==> src/rtl/core/rme_pkg.sv <==
`timescale 1ns / 1ps
// ----------------------------------------------------------------------------
// Rotation-matrix-to-Euler package
// Payload types, CORDIC angle table and shared constants.
// ----------------------------------------------------------------------------
package rme_pkg;

    typedef struct packed {
        logic signed [15:0] m00;
        logic signed [15:0] m10;
        logic signed [15:0] m20;
        logic signed [15:0] m21;
        logic signed [15:0] m22;
        logic signed [15:0] m12;
        logic signed [15:0] m11;
    } rme_in_t;

    typedef struct packed {
        logic signed [15:0] angle_x;
        logic signed [15:0] angle_y;
        logic signed [15:0] angle_z;
        logic               is_singular;
    } rme_out_t;

    localparam int TABLE_LEN = 24;
    // Vector datapath: 17-bit operand * 256, grown by CORDIC gain and 24 steps.
    localparam int VW = 28;
    // Angle accumulator in 2^-15 degree.
    localparam int AW = 25;
    localparam logic signed [AW-1:0] HALF_TURN = 25'sd5898240;
    localparam logic signed [15:0] ANGLE_LIMIT = 16'sd23040;

    function automatic logic signed [AW-1:0] atan_lut(input logic [4:0] i);
        logic signed [AW-1:0] t;
        begin
            case (i)
                5'd0:  t = 25'sd1474560;
                5'd1:  t = 25'sd870484;
                5'd2:  t = 25'sd459940;
                5'd3:  t = 25'sd233473;
                5'd4:  t = 25'sd117189;
                5'd5:  t = 25'sd58652;
                5'd6:  t = 25'sd29333;
                5'd7:  t = 25'sd14667;
                5'd8:  t = 25'sd7334;
                5'd9:  t = 25'sd3667;
                5'd10: t = 25'sd1833;
                5'd11: t = 25'sd917;
                5'd12: t = 25'sd458;
                5'd13: t = 25'sd229;
                5'd14: t = 25'sd115;
                5'd15: t = 25'sd57;
                5'd16: t = 25'sd29;
                5'd17: t = 25'sd14;
                5'd18: t = 25'sd7;
                5'd19: t = 25'sd4;
                5'd20: t = 25'sd2;
                5'd21: t = 25'sd1;
                default: t = '0;
            endcase
            return t;
        end
    endfunction

endpackage

==> src/rtl/core/rme_cordic.sv <==
`timescale 1ns / 1ps
// ----------------------------------------------------------------------------
// Pipelined CORDIC atan2
// Vectoring-mode atan2 in 1/128 degree, one rotation per register stage.
// ----------------------------------------------------------------------------
module rme_cordic #(
    parameter int STAGES = 16
) (
    input  logic               clk,
    input  logic               en,
    input  logic signed [16:0] y_in,
    input  logic signed [16:0] x_in,
    output logic signed [15:0] angle
);
    import rme_pkg::*;

    localparam int NS = (STAGES > TABLE_LEN) ? TABLE_LEN : STAGES;

    logic signed [VW-1:0] x_reg [NS+1];
    logic signed [VW-1:0] y_reg [NS+1];
    logic signed [AW-1:0] a_reg [NS+1];
    logic signed [15:0]   angle_reg;

    // Prerotation into the right half plane.
    always_ff @(posedge clk)
    begin
        if (en) begin
            if (x_in < 0) begin
                x_reg[0] <= -(VW'(x_in) <<< 8);
                y_reg[0] <= -(VW'(y_in) <<< 8);
                a_reg[0] <= (y_in >= 0) ? HALF_TURN : -HALF_TURN;
            end else begin
                x_reg[0] <= VW'(x_in) <<< 8;
                y_reg[0] <= VW'(y_in) <<< 8;
                a_reg[0] <= '0;
            end
        end
    end

    for (genvar i = 0; i < NS; i++) begin : g_rot
        always_ff @(posedge clk)
        begin
            if (en) begin
                if (y_reg[i] > 0) begin
                    x_reg[i+1] <= x_reg[i] + (y_reg[i] >>> i);
                    y_reg[i+1] <= y_reg[i] - (x_reg[i] >>> i);
                    a_reg[i+1] <= a_reg[i] + atan_lut(5'(i));
                end else if (y_reg[i] < 0) begin
                    x_reg[i+1] <= x_reg[i] - (y_reg[i] >>> i);
                    y_reg[i+1] <= y_reg[i] + (x_reg[i] >>> i);
                    a_reg[i+1] <= a_reg[i] - atan_lut(5'(i));
                end else begin
                    x_reg[i+1] <= x_reg[i];
                    y_reg[i+1] <= y_reg[i];
                    a_reg[i+1] <= a_reg[i];
                end
            end
        end
    end

    // Round to 1/128 degree and saturate.
    always_ff @(posedge clk)
    begin
        logic signed [AW-1:0] r;
        if (en) begin
            r = (a_reg[NS] + AW'(128)) >>> 8;
            if (r > AW'(ANGLE_LIMIT))
                angle_reg <= ANGLE_LIMIT;
            else if (r < -AW'(ANGLE_LIMIT))
                angle_reg <= -ANGLE_LIMIT;
            else
                angle_reg <= r[15:0];
        end
    end

    assign angle = angle_reg;
endmodule

==> config.mk <==
export PLATFORM = sky130hd
export DESIGN_NAME = rme_cordic
export DESIGN_NICKNAME = d
export VERILOG_FILES = /design/src/rtl/core/rme_pkg.sv /design/src/rtl/core/rme_cordic.sv
export SDC_FILE = /design/constraint.sdc
export NUM_CORES = 2
export LEC_CHECK = 0
export BUFFER_PORTS_ARGS = -buffer_cell sky130_fd_sc_hd__buf_2
export CORE_ASPECT_RATIO = 1.4
export CORE_UTILIZATION = 45
export CTS_CLUSTER_SIZE = 24
export DETAILED_ROUTE_END_ITERATION = 8
export PLACE_DENSITY = 0.67
export SYNTH_ARGS = -nofsm -noshare
export SYNTH_HDL_FRONTEND = slang
export SYNTH_SLANG_ARGS = --single-unit
export TNS_END_PERCENT = 10
==> constraint.sdc <==
create_clock -name clk -period 5.5 [get_ports clk]
set_input_delay 0 -clock clk [delete_from_list [all_inputs] [get_ports clk]]
set_output_delay 0 -clock clk [all_outputs]
set_load 0.02 [all_outputs]
==> impl_metrics.json <==
{
  "synth_area_leaders": "edfxtp_1, ha_1, xnor2_1",
  "cts_tree": "built",
  "grt_pass1_wl_um": 475000,
  "r2r_end": "x_reg[13][18]",
  "crit_path_end_kind": "register",
  "hold_path_end": "y_reg[0][23]",
  "yosysMostFrequentCell": "nor2_1",
  "skew_ps": 65.4,
  "cts_sinks": 1177,
  "postCtsSetupBuffers": 0,
  "synth_seq_cells": 1177,
  "ant_nets": 0,
  "ys.flop_type": "edfxtp_1",
  "crit_fanout": 16,
  "ys_types": 85,
  "final_hold_viol_count": 0,
  "setup_viol": 0,
  "grt_pass1_vias": 88800,
  "track_usage": 0.250,
  "ys_warn_count": 0,
  "io_pins": 52,
  "rows": 209,
  "cts_htree_levels": 4,
  "overflow": 0,
  "cts_made_buffers": 144,
  "die_y_um": 574,
  "yosysSeqAreaShare": 0.336,
  "drtPass1Iterations": 7,
  "syn-instance-count": 11900,
  "met3_length_um": 10600,
  "die_w_um": 410,
  "cts_root_buf": "clkbuf_16",
  "initial_core_util": 0.453,
  "drt_iter0_markers": 5588,
  "worst_pin_slew_ps": 1120,
  "drv_cap": 0,
  "routed-via-count": 89400,
  "worst_setup_path_start_kind": "register",
  "crit_type": "register to register",
  "portBuffers": 51,
  "area_growth_pct": 9.09,
  "antenna_found_initial": 2,
  "period_needed_ps": 5080,
  "hold_depth": 3,
  "syn_avg_cell_area_um2": 8.81,
  "highest_layer": "met4",
  "syn-cell-area_um2": 105000,
  "async_flop_share": 0,
  "clk_latency_ps": 840,
  "r2r-start": "y_reg[12][27]",
  "layout-drive-gt1-share": 0.0476,
  "reg2reg_slack_ps": 420,
  "status": "finished with violations",
  "cp_cell_sequence": "nand2_1, inv_1, nor2_1, xnor2_1, ha_1, nor2b_1, o21a_1, o21ai_0, a21oi_1, o41ai_1, buf_4, a21oi_1, a31oi_1, o21a_1, xor2_1, o21ai_0",
  "core_um2": 232000,
  "fmaxAchievable_mhz": 197,
  "cp_slowest_stage_delay_ps": 640,
  "worstHoldStart": "y_in[15]",
  "cts_buffer_depth": 4,
  "wl_per_cell_um": 20.0,
  "routabilityCongestion": 0.951,
  "n_fill_cell": 21500,
  "cp_data_arrival_time_ps": 5670,
  "fin_tns_setup_ps": 0,
  "die-area_um2": 236000,
  "drc_errors": 3,
  "nets": 13200,
  "largest_reg_flops": 418,
  "worst_path_max_delay_cell": "edfxtp_1",
  "crit_family": "compound AO/OA/AOI/OAI gates",
  "cp.depth": 16,
  "max-slew-margin-rel": 0.245,
  "drv_slew": 0,
  "cp_num_buf_inv": 2,
  "grt_max_degree": 141,
  "violations": "DRC",
  "dp_hpwl_um": 239000,
  "syn-num-nets": 13100,
  "met2_wirelength_um": 161000,
  "rsz0062_at_grt": "no",
  "rr_worst_depth": 16,
  "required_ps": 6090,
  "drt-met1-wl_um": 113000,
  "synth_top_area_frac": 0.336,
  "clk_pin_slew_ps": 60,
  "synth_edf_count": 1177,
  "synth.largest_area_cell": "edfxtp_1",
  "via_per_inst": 5.90,
  "wl_um": 303000,
  "ys_top_cells_by_count": "nor2_1, edfxtp_1, a21oi_1",
  "fin_crit_sh": 0.924,
  "hp-class": "primary input to register"
}
## what timing repair did
item | in CTS | in global routing
hold buffers | 70 | 0
resized for setup | 0 | 1
endpoints found under the setup margin | 0 | 1
hold endpoints to repair | 198 | 0
## routing by layer
metal  vias to the layer above  GRT usage
met1                     42800      0.261
met2                      2117      0.477
met5                         -          0
li1                      43700          -
met3                       794     0.0248
met4                         0      0.147
## kinds of logic after synthesis
| logic type | synth area share |
|---|---|
| XOR/XNOR | 0.117 |
| multiplexers | 0.00686 |
| adder cells (fa/ha/maj) | 0.138 |
| flip-flops | 0.336 |
| AO/OA/AOI/OAI | 0.206 |
| buffers and inverters | 0.0288 |
| AND/OR/NAND/NOR | 0.167 |
## tightest hold or removal path, delay by kind of cell
family	cells	cell delay [ps]
xor gates and xnor gates	1	90
buffers and inverters	2	670
## cell type report
cell class,instances,area (um2),area share
Clock buffer,160,3710,0.0323
Timing Repair Buffer,277,2250,0.0196
Tap cell,3059,3830,0.0334
Clock inverter,88,1000,0.00875
Inverter,450,1690,0.0147
Antenna cell,1,2.50,0.0000218
Sequential cell,1177,35300,0.308
Multi-Input combinational cell,9946,66900,0.583
## per-stage QoR
| step | util | cell area [um2] | hold WS [ps] | std cells | worst slack [ps] |
|---|---|---|---|---|---|
| floorplan | - | 105000 | 98.9 | 11900 | 520 |
| global placement | 0.471 | 109000 | 223 | 14800 | 453 |
| detailed placement | 0.471 | 109000 | 221 | 14800 | 415 |
| CTS | 0.494 | 115000 | 7.07 | 15200 | 417 |
| global route | 0.494 | 115000 | 91.7 | 15200 | 9.00 |
| finish | 0.494 | 115000 | 103 | 15200 | 419 |
## cells in the final DEF, fill, tap and decap left out, types with 31 or more instances in the layout
| cell | netlist | final |
|---|---|---|
| dlygate4sd3_1 | 0 | 70 |
| nand2b_1 | 189 | 189 |
| o21ai_0 | 911 | 911 |
| o31ai_1 | 162 | 161 |
| nand4_1 | 63 | 63 |
| o21a_1 | 158 | 158 |
| nor3b_1 | 48 | 48 |
| nor3_1 | 272 | 271 |
| o211ai_1 | 48 | 48 |
| o21bai_1 | 126 | 126 |
| nand3_1 | 174 | 174 |
| o41ai_1 | 47 | 47 |
| a21boi_0 | 31 | 31 |
| edfxtp_1 | 1177 | 1177 |
| and2_1 | 69 | 69 |
| a31oi_1 | 118 | 118 |
| mux2_2 | 31 | 31 |
| or4_1 | 44 | 44 |
| nor2_1 | 1261 | 1250 |
| xnor2_1 | 746 | 746 |
| xor2_1 | 661 | 661 |
| a21oi_1 | 1167 | 1167 |
| nor2b_1 | 123 | 123 |
| a211oi_1 | 99 | 99 |
| clkbuf_16 | 0 | 146 |
| mux2i_1 | 36 | 36 |
| inv_1 | 444 | 444 |
| buf_2 | 10 | 50 |
| fa_1 | 40 | 40 |
| and3_1 | 92 | 92 |
| nand2_1 | 1133 | 1133 |
| ha_1 | 1098 | 1098 |
| or3_1 | 85 | 85 |
| or2_2 | 54 | 54 |
| a21o_1 | 375 | 375 |
| nor4_1 | 121 | 120 |
| buf_4 | 0 | 147 |
## worst max path at each step
| stage | start | endpoint | slack [ps] |
|---|---|---|---|
| after CTS | y_reg[4][4] | x_reg[5][27] | 420 |
| after global routing | y_reg[4][4] | x_reg[5][27] | 9 |
| after detailed placement | y_reg[4][4] | x_reg[5][27] | 420 |
| final | y_reg[12][27] | x_reg[13][18] | 420 |
| after global placement | x_reg[3][13] | y_reg[4][27] | 450 |
| after floorplan | en | y_reg[10][27] | 520 |
Power is left out: the tool's default activity adds up to more than one toggle a clock period on the data nets, which glitch-free logic cannot reach.
