--- config.mk ---
export PLATFORM = sky130hd
export DESIGN_NAME = rme_sqrt
export DESIGN_NICKNAME = d
export VERILOG_FILES = /design/src/rtl/core/rme_pkg.sv /design/src/rtl/core/rme_sqrt.sv
export SDC_FILE = /design/constraint.sdc
export NUM_CORES = 1
export LEC_CHECK = 0
export ABC_AREA = 1
export BUFFER_PORTS_ARGS = -buffer_cell sky130_fd_sc_hd__buf_2
export CAP_MARGIN = 20
export CORE_ASPECT_RATIO = 1.1
export CORE_MARGIN = 1.5
export CORE_UTILIZATION = 60
export DETAILED_ROUTE_END_ITERATION = 6
export GPL_TIMING_DRIVEN = 0
export PLACE_DENSITY_LB_ADDON = 0.15
export SLEW_MARGIN = 5
export SYNTH_ARGS = -nofsm -noshare
export SYNTH_HDL_FRONTEND = slang
export SYNTH_SLANG_ARGS = --single-unit
--- constraint.sdc ---
create_clock -name clk -period 9.85 [get_ports clk]
set_input_delay 0.4925 -clock clk [delete_from_list [all_inputs] [get_ports clk]]
set_output_delay 0.4925 -clock clk [all_outputs]
set_load 0.05 [all_outputs]
--- src/rtl/core/rme_pkg.sv ---
`timescale 1ns / 1ps
// ----------------------------------------------------------------------------
// Rotation-matrix-to-Euler package
// Payload types, CORDIC angle table and shared constants.
// ----------------------------------------------------------------------------
package rme_pkg;

    typedef struct packed {
        logic signed [15:0] m00;
        logic signed [15:0] m10;
        logic signed [15:0] m20;
        logic signed [15:0] m21;
        logic signed [15:0] m22;
        logic signed [15:0] m12;
        logic signed [15:0] m11;
    } rme_in_t;

    typedef struct packed {
        logic signed [15:0] angle_x;
        logic signed [15:0] angle_y;
        logic signed [15:0] angle_z;
        logic               is_singular;
    } rme_out_t;

    localparam int TABLE_LEN = 24;
    // Vector datapath: 17-bit operand * 256, grown by CORDIC gain and 24 steps.
    localparam int VW = 28;
    // Angle accumulator in 2^-15 degree.
    localparam int AW = 25;
    localparam logic signed [AW-1:0] HALF_TURN = 25'sd5898240;
    localparam logic signed [15:0] ANGLE_LIMIT = 16'sd23040;

    function automatic logic signed [AW-1:0] atan_lut(input logic [4:0] i);
        logic signed [AW-1:0] t;
        begin
            case (i)
                5'd0:  t = 25'sd1474560;
                5'd1:  t = 25'sd870484;
                5'd2:  t = 25'sd459940;
                5'd3:  t = 25'sd233473;
                5'd4:  t = 25'sd117189;
                5'd5:  t = 25'sd58652;
                5'd6:  t = 25'sd29333;
                5'd7:  t = 25'sd14667;
                5'd8:  t = 25'sd7334;
                5'd9:  t = 25'sd3667;
                5'd10: t = 25'sd1833;
                5'd11: t = 25'sd917;
                5'd12: t = 25'sd458;
                5'd13: t = 25'sd229;
                5'd14: t = 25'sd115;
                5'd15: t = 25'sd57;
                5'd16: t = 25'sd29;
                5'd17: t = 25'sd14;
                5'd18: t = 25'sd7;
                5'd19: t = 25'sd4;
                5'd20: t = 25'sd2;
                5'd21: t = 25'sd1;
                default: t = '0;
            endcase
            return t;
        end
    endfunction

endpackage

--- src/rtl/core/rme_sqrt.sv ---
`timescale 1ns / 1ps
// ----------------------------------------------------------------------------
// Pipelined square root
// Floor root of a 32-bit value, two result bits per stage, with a sideband.
// ----------------------------------------------------------------------------
module rme_sqrt #(
    parameter int SW = 100
) (
    input  logic          clk,
    input  logic          rst_n,
    input  logic          en,
    input  logic          in_valid,
    input  logic [31:0]   in_val,
    input  logic [SW-1:0] in_side,
    output logic          out_valid,
    output logic [15:0]   out_root,
    output logic [SW-1:0] out_side
);
    import rme_pkg::*;

    localparam int NS = 8;   // two root bits per stage

    logic [NS:0]   vld_reg;
    logic [31:0]   rem_reg  [NS+1];
    logic [15:0]   root_reg [NS+1];
    logic [SW-1:0] side_reg [NS+1];

    assign vld_reg[0]  = in_valid;
    assign rem_reg[0]  = in_val;
    assign root_reg[0] = '0;
    assign side_reg[0] = in_side;

    for (genvar s = 0; s < NS; s++) begin : g_st
        logic [31:0] rem_next;
        logic [15:0] root_next;
        always_comb
        begin
            logic [31:0] r;
            logic [31:0] rm;
            r  = 32'(root_reg[s]);
            rm = rem_reg[s];
            for (int k = 0; k < 2; k++) begin
                if ({2'b0, rm} >> (30 - 2*(2*s+k)) >= ((34'(r) << 2) | 34'd1)) begin
                    rm = rm - 32'(((34'(r) << 2) | 34'd1) << (30 - 2*(2*s+k)));
                    r  = (r << 1) | 32'd1;
                end else begin
                    r  = r << 1;
                end
            end
            rem_next  = rm;
            root_next = r[15:0];
        end
        always_ff @(posedge clk or negedge rst_n)
        begin
            if (!rst_n)
                vld_reg[s+1] <= 1'b0;
            else if (en)
                vld_reg[s+1] <= vld_reg[s];
        end
        always_ff @(posedge clk)
        begin
            if (en) begin
                rem_reg[s+1]  <= rem_next;
                root_reg[s+1] <= root_next;
                side_reg[s+1] <= side_reg[s];
            end
        end
    end

    assign out_valid = vld_reg[NS];
    assign out_root  = root_reg[NS];
    assign out_side  = side_reg[NS];
endmodule

==> results of run 1 <==
[worst register-to-register path, delay by kind of cell, from the launching register on]
family	cells	cell delay (ns)
flip-flops	1	0.52
AO/OA/AOI/OAI	1	0.30
adder cells (fa/ha/maj)	2	0.84
buffers and inverters	6	1.15
AND/OR/NAND/NOR	17	2.08
[area by class of cell]
| type | instances | area (µm²) |
|---|---|---|
| buffer | 131 | 970 |
| tap | 1035 | 1290 |
| clock buffer | 129 | 2640 |
| multi-input combinational | 2178 | 11600 |
| inverter | 439 | 1650 |
| timing repair buffer | 387 | 2730 |
| clock inverter | 61 | 788 |
| antenna | 1 | 2.50 |
| sequential | 1104 | 33100 |
| fill | 5414 | 23000 |
[cells in the mapped netlist, drive strengths merged]
master	count
a211oi	3
a21boi	5
a21o	15
a21oi	154
a22oi	1
a31o	1
a31oi	5
and2	3
and3	4
and3b	1
buf	121
clkbuf	10
dfrtp	8
edfxtp	1096
ha	147
inv	439
mux2	2
nand2	882
nand3	223
nand3b	14
nand4	54
nor2	314
nor2b	1
nor3	37
nor3b	3
nor4	3
o2111ai	1
o211ai	6
o21a	4
o21ai	165
o21bai	7
o221a	1
o31ai	1
or2	7
xnor2	49
xor2	65
[how the worst min path moves through the flow]
stage	to	slack (ns)	depth (start not counted)
finish	side_reg[798]	0.08	1
global route	side_reg[798]	0.03	1
CTS	side_reg[798]	0.02	1
detailed placement	out_valid	0.35	1
global placement	out_valid	0.34	1
floorplan	out_valid	0.20	0
[cells by family after synthesis]
family	Yosys count	share of synthesized area (%)
and+or+nand+nor	1546	14.0
DFF	1104	70.0
buffers and inverters	570	5.54
AOI/OAI and AO/OA	369	4.43
adders and majority gates	147	3.89
xor gates and xnor gates	114	2.13
muxes	2	0.0476
[power breakdown]
| group | switching (mW) | total (mW) | internal (mW) |
|---|---|---|---|
| Combinational | 2.32 | 3.47 | 1.15 |
| Sequential | 0.270 | 6.02 | 5.75 |
| Clock | 1.73 | 3.98 | 2.25 |
| Total | 4.31 | 13.5 | 9.16 |
[cell usage in the layout (no fill, tap or decap), types with 8 or more instances in the layout]
cell type and n:
a21o_1 15, nor3_1 36, o21ai_2 16, nand2_1 848
o21ai_1 8, inv_1 429, xnor2_1 49, clkbuf_1 36
o21ai_0 141, nand4_1 54, buf_4 103, ha_1 147
inv_2 9, buf_2 257, dlygate4sd3_1 129, edfxtp_1 1096
a21oi_1 141, clkinvlp_4 8, nand3b_1 14, xor2_1 64
clkinv_2 17, nand3_1 217, dfrtp_1 8, nand2_2 32
clkbuf_16 101, clkinv_1 8, buf_6 11, nor2_2 19
a21oi_2 12, bufinv_16 12, nor2_1 289
[layer usage]
| layer | share of wire (%) | up-vias |
|---|---|---|
| met3 | 4.0 | 183 |
| met4 | 3.7 | 0 |
| met2 | 52 | 712 |
| met5 | 0 | - |
| met1 | 40 | 13447 |
| li1 | - | 14188 |
[metrics by stage]
stage	setup WS [ns]	power (mW)
2_1_floorplan	6.24	8.50
6_report	4.72	13.5
3_5_place_dp	4.85	9.48
3_3_place_gp	-8.79	9.59
4_1_cts	4.83	13.5
5_1_grt	4.54	14.2
[timing repair]
action | in CTS | in global routing
hold buffers | 129 | 0
hold endpoints to repair | 136 | 0
setup buffers | 0 | 0
==> impl_metrics.yaml, run 1 <==
status:
  status: "finished clean"
power_and_ir_drop:
  p_per_area_mw_per_mm2: 246
  power.leakage_nw: 22.1
  max-vdd-ir-drop_uv: 233
final_layout:
  fin_nets: 4625
  syn2layout_area_growth_pct: 15.8
  stdcell_area_mm2: 0.0548
  instances_no_fill: 5465
  final_util_pct: 70.4
  drive_above_1_share_pct: 14.7
  largest_reg_flops: 700
clocking:
  cts_root_buf: "clkbuf_16"
  post_cts_resized: 0
  cts_tree: "yes"
  htreeDepth: 3
  clk_pin_slew_ns: 0.06
  insertion_delay_ns: 0.68
  cts_sinks: 1104
  cts.path.max_buffers: 3
  cts_buffers: 101
job:
  maxCapViolCount: 0
grt:
  grtUsageMet1_pct: 30.3
  use_met2_pct: 44.2
  antenna_found_initial: 0
  grt_use_total_pct: 24.6
  use_met3_pct: 3.08
  grt_pass1_vias: 28454
  grt_max_degree: 187
  grt_overflow: 0
  gr-max-usage-layer: "met2"
  grt_pass1_wl_um: 153000
floorplan:
  coreArea_mm2: 0.0778
  rows: 107
  ios: 253
  die_area_mm2: 0.0805
  die_w_um: 271
  die_h_um: 297
  start_util_pct: 60.8
worst_setup_path:
  rr_endpoint: "rem_reg[40]"
  slowest_stage: "edfxtp_1"
  crit_type: "register to register"
  arrival_ns: 5.52
  startpoint: "root_reg[42]"
  cp.depth: 26
  crit_end: "rem_reg[40]"
  max_stage_delay_ns: 0.52
  crit_fanout: 10
  critPathTopFamily: "simple AND/OR/NAND/NOR gates"
  reg2reg_from: "root_reg[42]"
  reg2reg_depth: 26
  required_ns: 10.24
  crit_top_cell: "nand2_1"
  crit_buf_inv: 6
  cp-start-kind: "register"
  cp-end-kind: "register"
  ff2ff_setup_slack_ns: 4.72
placement:
  placed_cell_area_mm2: 0.0500
  dp.cells: 5145
  gp_congestion: 0.921
  hpwl_um: 67100
  io_buffer_count: 252
logic_synthesis:
  syn-num-nets: 4135
  synth_top_area_cell: "edfxtp_1"
  syn-cell-area_mm2: 0.0473
  synth_cell_type_count: 57
  yosysSeqAreaShare_pct: 70.0
  synth_warnings: 0
  synth-seq-cells: 1104
  syn_inst: 3852
  ys_top_cells_by_area: "edfxtp_1, nand2_1, ha_1"
  synth_top_area_share_pct: 69.6
  avgSynthCellArea_um2: 12.3
sta:
  fin_crit_sh_pct: 52.1
  holdWs_ns: 0.0777
  setup_viol: 0
  finalHoldViolations: 0
  rsz0062_at_grt: "false"
  fmax_ghz: 0.195
  maxSlewViolCount: 0
  slew_headroom_pct: 37.0
  period_needed_ns: 5.13
  clock_skew_ns: 0.0423
  fin_setup_tns_ns: 0
  tightest_slew_ns: 0.945
drt:
  wl_per_cell_um: 18.0
  drt-total-wl_um: 98100
  dr.pass1.iters: 5
  num_vias: 28530
  drcViolationCount: 0
  drtIter0Drc: 2199
  vias_per_cell: 5.22
  final_antenna_net_count: 0
min_path:
  min_path_type: "primary input to register"
  worstHoldStart: "in_side[98]"
No activity file was read; power rests on OpenSTA's default activity.
==> run 2: changes to the inputs <==
Settings changed: ABC_AREA 1 to 0.
Clock period 9.85 ns to 5.05 ns, I/O delays scaled along.
==> run 2 against run 1 <==
Against the previous run:
- global-route usage down 3.3 points
- fmax up 3.6%
- synthesized cell count down 28%
- register-to-register slack worse by 4.6 ns
- wire length down 17%
- combinational power up 60%
- sequential share of layout area up 2.0 points
- non-clock buffer count up 78
- first-iteration DRC count down 36%
- cell count down 20%
- core utilization up 2.1 points
- clock-buffer cell count down 12
- largest cell class unchanged
==> impl_metrics.yaml, run 2 <==
drt:
  drcViolationCount: 0
  final_antenna_net_count: 0
  dr.pass1.iters: 7
  num_vias: 23642
  drt-total-wl_um: 81400
  vias_per_cell: 5.42
  drtIter0Drc: 1415
  wl_per_cell_um: 18.6
logic_synthesis:
  synth-seq-cells: 1104
  avgSynthCellArea_um2: 16.0
  synth_top_family_by_area: "simple AND/OR/NAND/NOR gates"
  synth_compound_area_share_pct: 6.57
  ys_top_cells_by_area: "edfxtp_1, ha_1, xnor2_1"
  synth_top_area_cell: "edfxtp_1"
  synth_edf_count: 1096
  synthXorXnorAreaFrac_pct: 3.36
  synthFlopType: "edfxtp_1"
  synth-adder-area-share_pct: 4.15
  synth-simple-area-share_pct: 7.01
  synth.top_cells.by_count: "edfxtp_1, nor2_1, ha_1"
  yosysMostFrequentCell: "edfxtp_1"
  synthMuxAreaShare_pct: 0.839
  syn-cell-area_mm2: 0.0443
  syn-num-nets: 3042
  synth_warnings: 0
  synth_top_area_share_pct: 74.3
  syn_inst: 2759
  synth_cell_type_count: 97
  synth-async-reset-ratio_pct: 0.725
  yosysSeqAreaShare_pct: 74.8
worst_setup_path:
  cp-end-kind: "register"
  arrival_ns: 5.35
  crit_type: "register to register"
  reg2reg_from: "rem_reg[120]"
  startpoint: "rem_reg[120]"
  ff2ff_setup_slack_ns: 0.1
  crit_fanout: 10
  required_ns: 5.45
  cp-start-kind: "register"
floorplan:
  ios: 253
  rows: 104
  die_h_um: 288
  die_area_mm2: 0.0754
  coreArea_mm2: 0.0731
  die_w_um: 262
  start_util_pct: 60.5
grt:
  grt_pass1_vias: 23870
  gr-max-usage-layer: "met2"
  grt_max_degree: 137
  grtUsageMet1_pct: 23.7
  grt_pass1_wl_um: 125000
  use_met2_pct: 40.0
  grt_overflow: 0
  antenna_found_initial: 0
  grt_use_total_pct: 21.3
  use_met3_pct: 3.06
power_and_ir_drop:
  power.leakage_nw: 20.0
  finalPower_mw: 25.0
  max-vdd-ir-drop_uv: 354
  p_per_area_mw_per_mm2: 471
job:
  maxCapViolCount: 0
final_layout:
  nFillCells: 4512
  drive_above_1_share_pct: 22.7
  layout_common_cells: "edfxtp_1, buf_2, buf_4, nor2_1, dlygate4sd3_1"
  n_antenna_cell: 0
  layout_commonest_cell: "edfxtp_1"
  stdcell_area_mm2: 0.0530
  fin_nets: 3609
  multi_input_area_mm2: 0.0103
  seq_area_mm2: 0.0331
  largest_reg_flops: 700
  syn2layout_area_growth_pct: 19.7
placement:
  placed_cell_area_mm2: 0.0470
  hpwl_um: 52100
  gp_congestion: 0.955
  io_buffer_count: 252
clocking:
  clk_pin_slew_ns: 0.07
  cts_buffers: 103
  htreeDepth: 3
  cts_tree: "yes"
  insertion_delay_ns: 0.67
  cts_root_buf: "clkbuf_16"
  cts.path.max_buffers: 3
  cts_sinks: 1104
sta:
  fin_crit_sh_pct: 98.1
  maxSlewViolCount: 0
  clock_skew_ns: 0.0277
  setup_viol: 0
  slew_headroom_pct: 21.8
  period_needed_ns: 4.95
  tightest_slew_ns: 1.16
  finalHoldViolations: 0
  fmax_ghz: 0.202
  holdWs_ns: 0.0393
min_path:
  worstHoldStart: "en"
  min_path_type: "primary input to register"
status:
  status: "finished clean"
run 2: changes by cell type after synthesis, sizes merged, moves of 20 or more:
cell	before	now
o21ai	165	71
o21a	4	29
nor2	314	155
nor4	3	29
xnor2	49	108
nand2	882	141
nand4	54	29
o31ai	1	21
mux2	2	22
nand3	223	53
or3	0	20
a21o	15	50
inv	439	135
run 2: logic make-up (layout without fill, tap and decap cells):
logic type	after synthesis	in the layout
AO/OA/AOI/OAI	434	434
buffers and inverters	270	923
multiplexers	34	34
AND/OR/NAND/NOR	600	600
XOR/XNOR	170	170
flip-flops	1104	1104
adder cells (fa/ha/maj)	147	147
run 2: layout make-up:
cell class | instances | share of cell area (%)
Buffer | 132 | 1.93
Sequential cell | 1104 | 62.5
Inverter | 136 | 0.975
Timing Repair Buffer | 464 | 6.39
Tap cell | 954 | 2.25
Clock inverter | 74 | 1.56
Multi-Input combinational cell | 1385 | 19.5
Clock buffer | 117 | 4.96
run 2: path summary, 6_finish.rpt:
kind	endpoint	cells after the start
min in group asynchronous	vld_reg[3]	3
worst max-delay path	rem_reg[83]	20
worst min register to register	rem_reg[163]	0
worst min-delay path	side_reg[494]	1
worst max register to register	rem_reg[83]	20
max in group asynchronous	out_valid	3
run 2: power by group:
| group | internal [mW] | switching, mW | total (mW) | leakage (nW) |
|---|---|---|---|---|
| combinational | 2.36 | 3.20 | 5.56 | 7.53 |
| clock | 4.41 | 3.32 | 7.73 | 1.70 |
| sequential | 11.2 | 0.466 | 11.7 | 10.8 |
| total | 18.0 | 6.98 | 25.0 | 20.0 |
run 2: critical path, cell delays in order, from the launching register on:
cell and delay [ns]:
edfxtp_1 0.39, or4_4 0.59, nor4_4 0.48, and2_4 0.25, nand3_4 0.11, inv_2 0.10
buf_8 0.14, buf_12 0.14, nand2_1 0.06, o31ai_1 0.11, ha_1 0.34, buf_4 0.15
and3_2 0.21, a21boi_2 0.17, inv_1 0.08, a31oi_4 0.24, o31ai_4 0.10, or4_4 0.44
buf_6 0.16, buf_6 0.15, mux2_4 0.29
run 2: routing by layer:
metal  vias up  part of all wire, %
met1     11392                   37
met4         0                  3.9
met2       534                   55
li1      11542                    -
met3       174                  3.4
met5         -                    0
run 2: what timing repair did:
action                                  CTS  global route
gates resized for setup                  85            80
endpoints found under the setup margin  105            95
buffers inserted                         31            35
endpoints found under the hold margin   143             0
gates cloned                              0             0
hold buffers                            137             0
pin swaps                                25            36
run 2: metrics by stage:
step / utilization (%) / setup TNS, ns / setup WS, ns / cells
after detailed placement: 64.3 / -62.49 / -1.13 / 3974
after floorplan: - / 0 / 0.209 / 2759
final: 72.5 / 0 / 0.0975 / 4366
after global routing: 72.5 / -0.450 / -0.0620 / 4366
after CTS: 71.7 / 0 / 0.00115 / 4333
after global placement: 63.9 / - / -12.16 / 3965
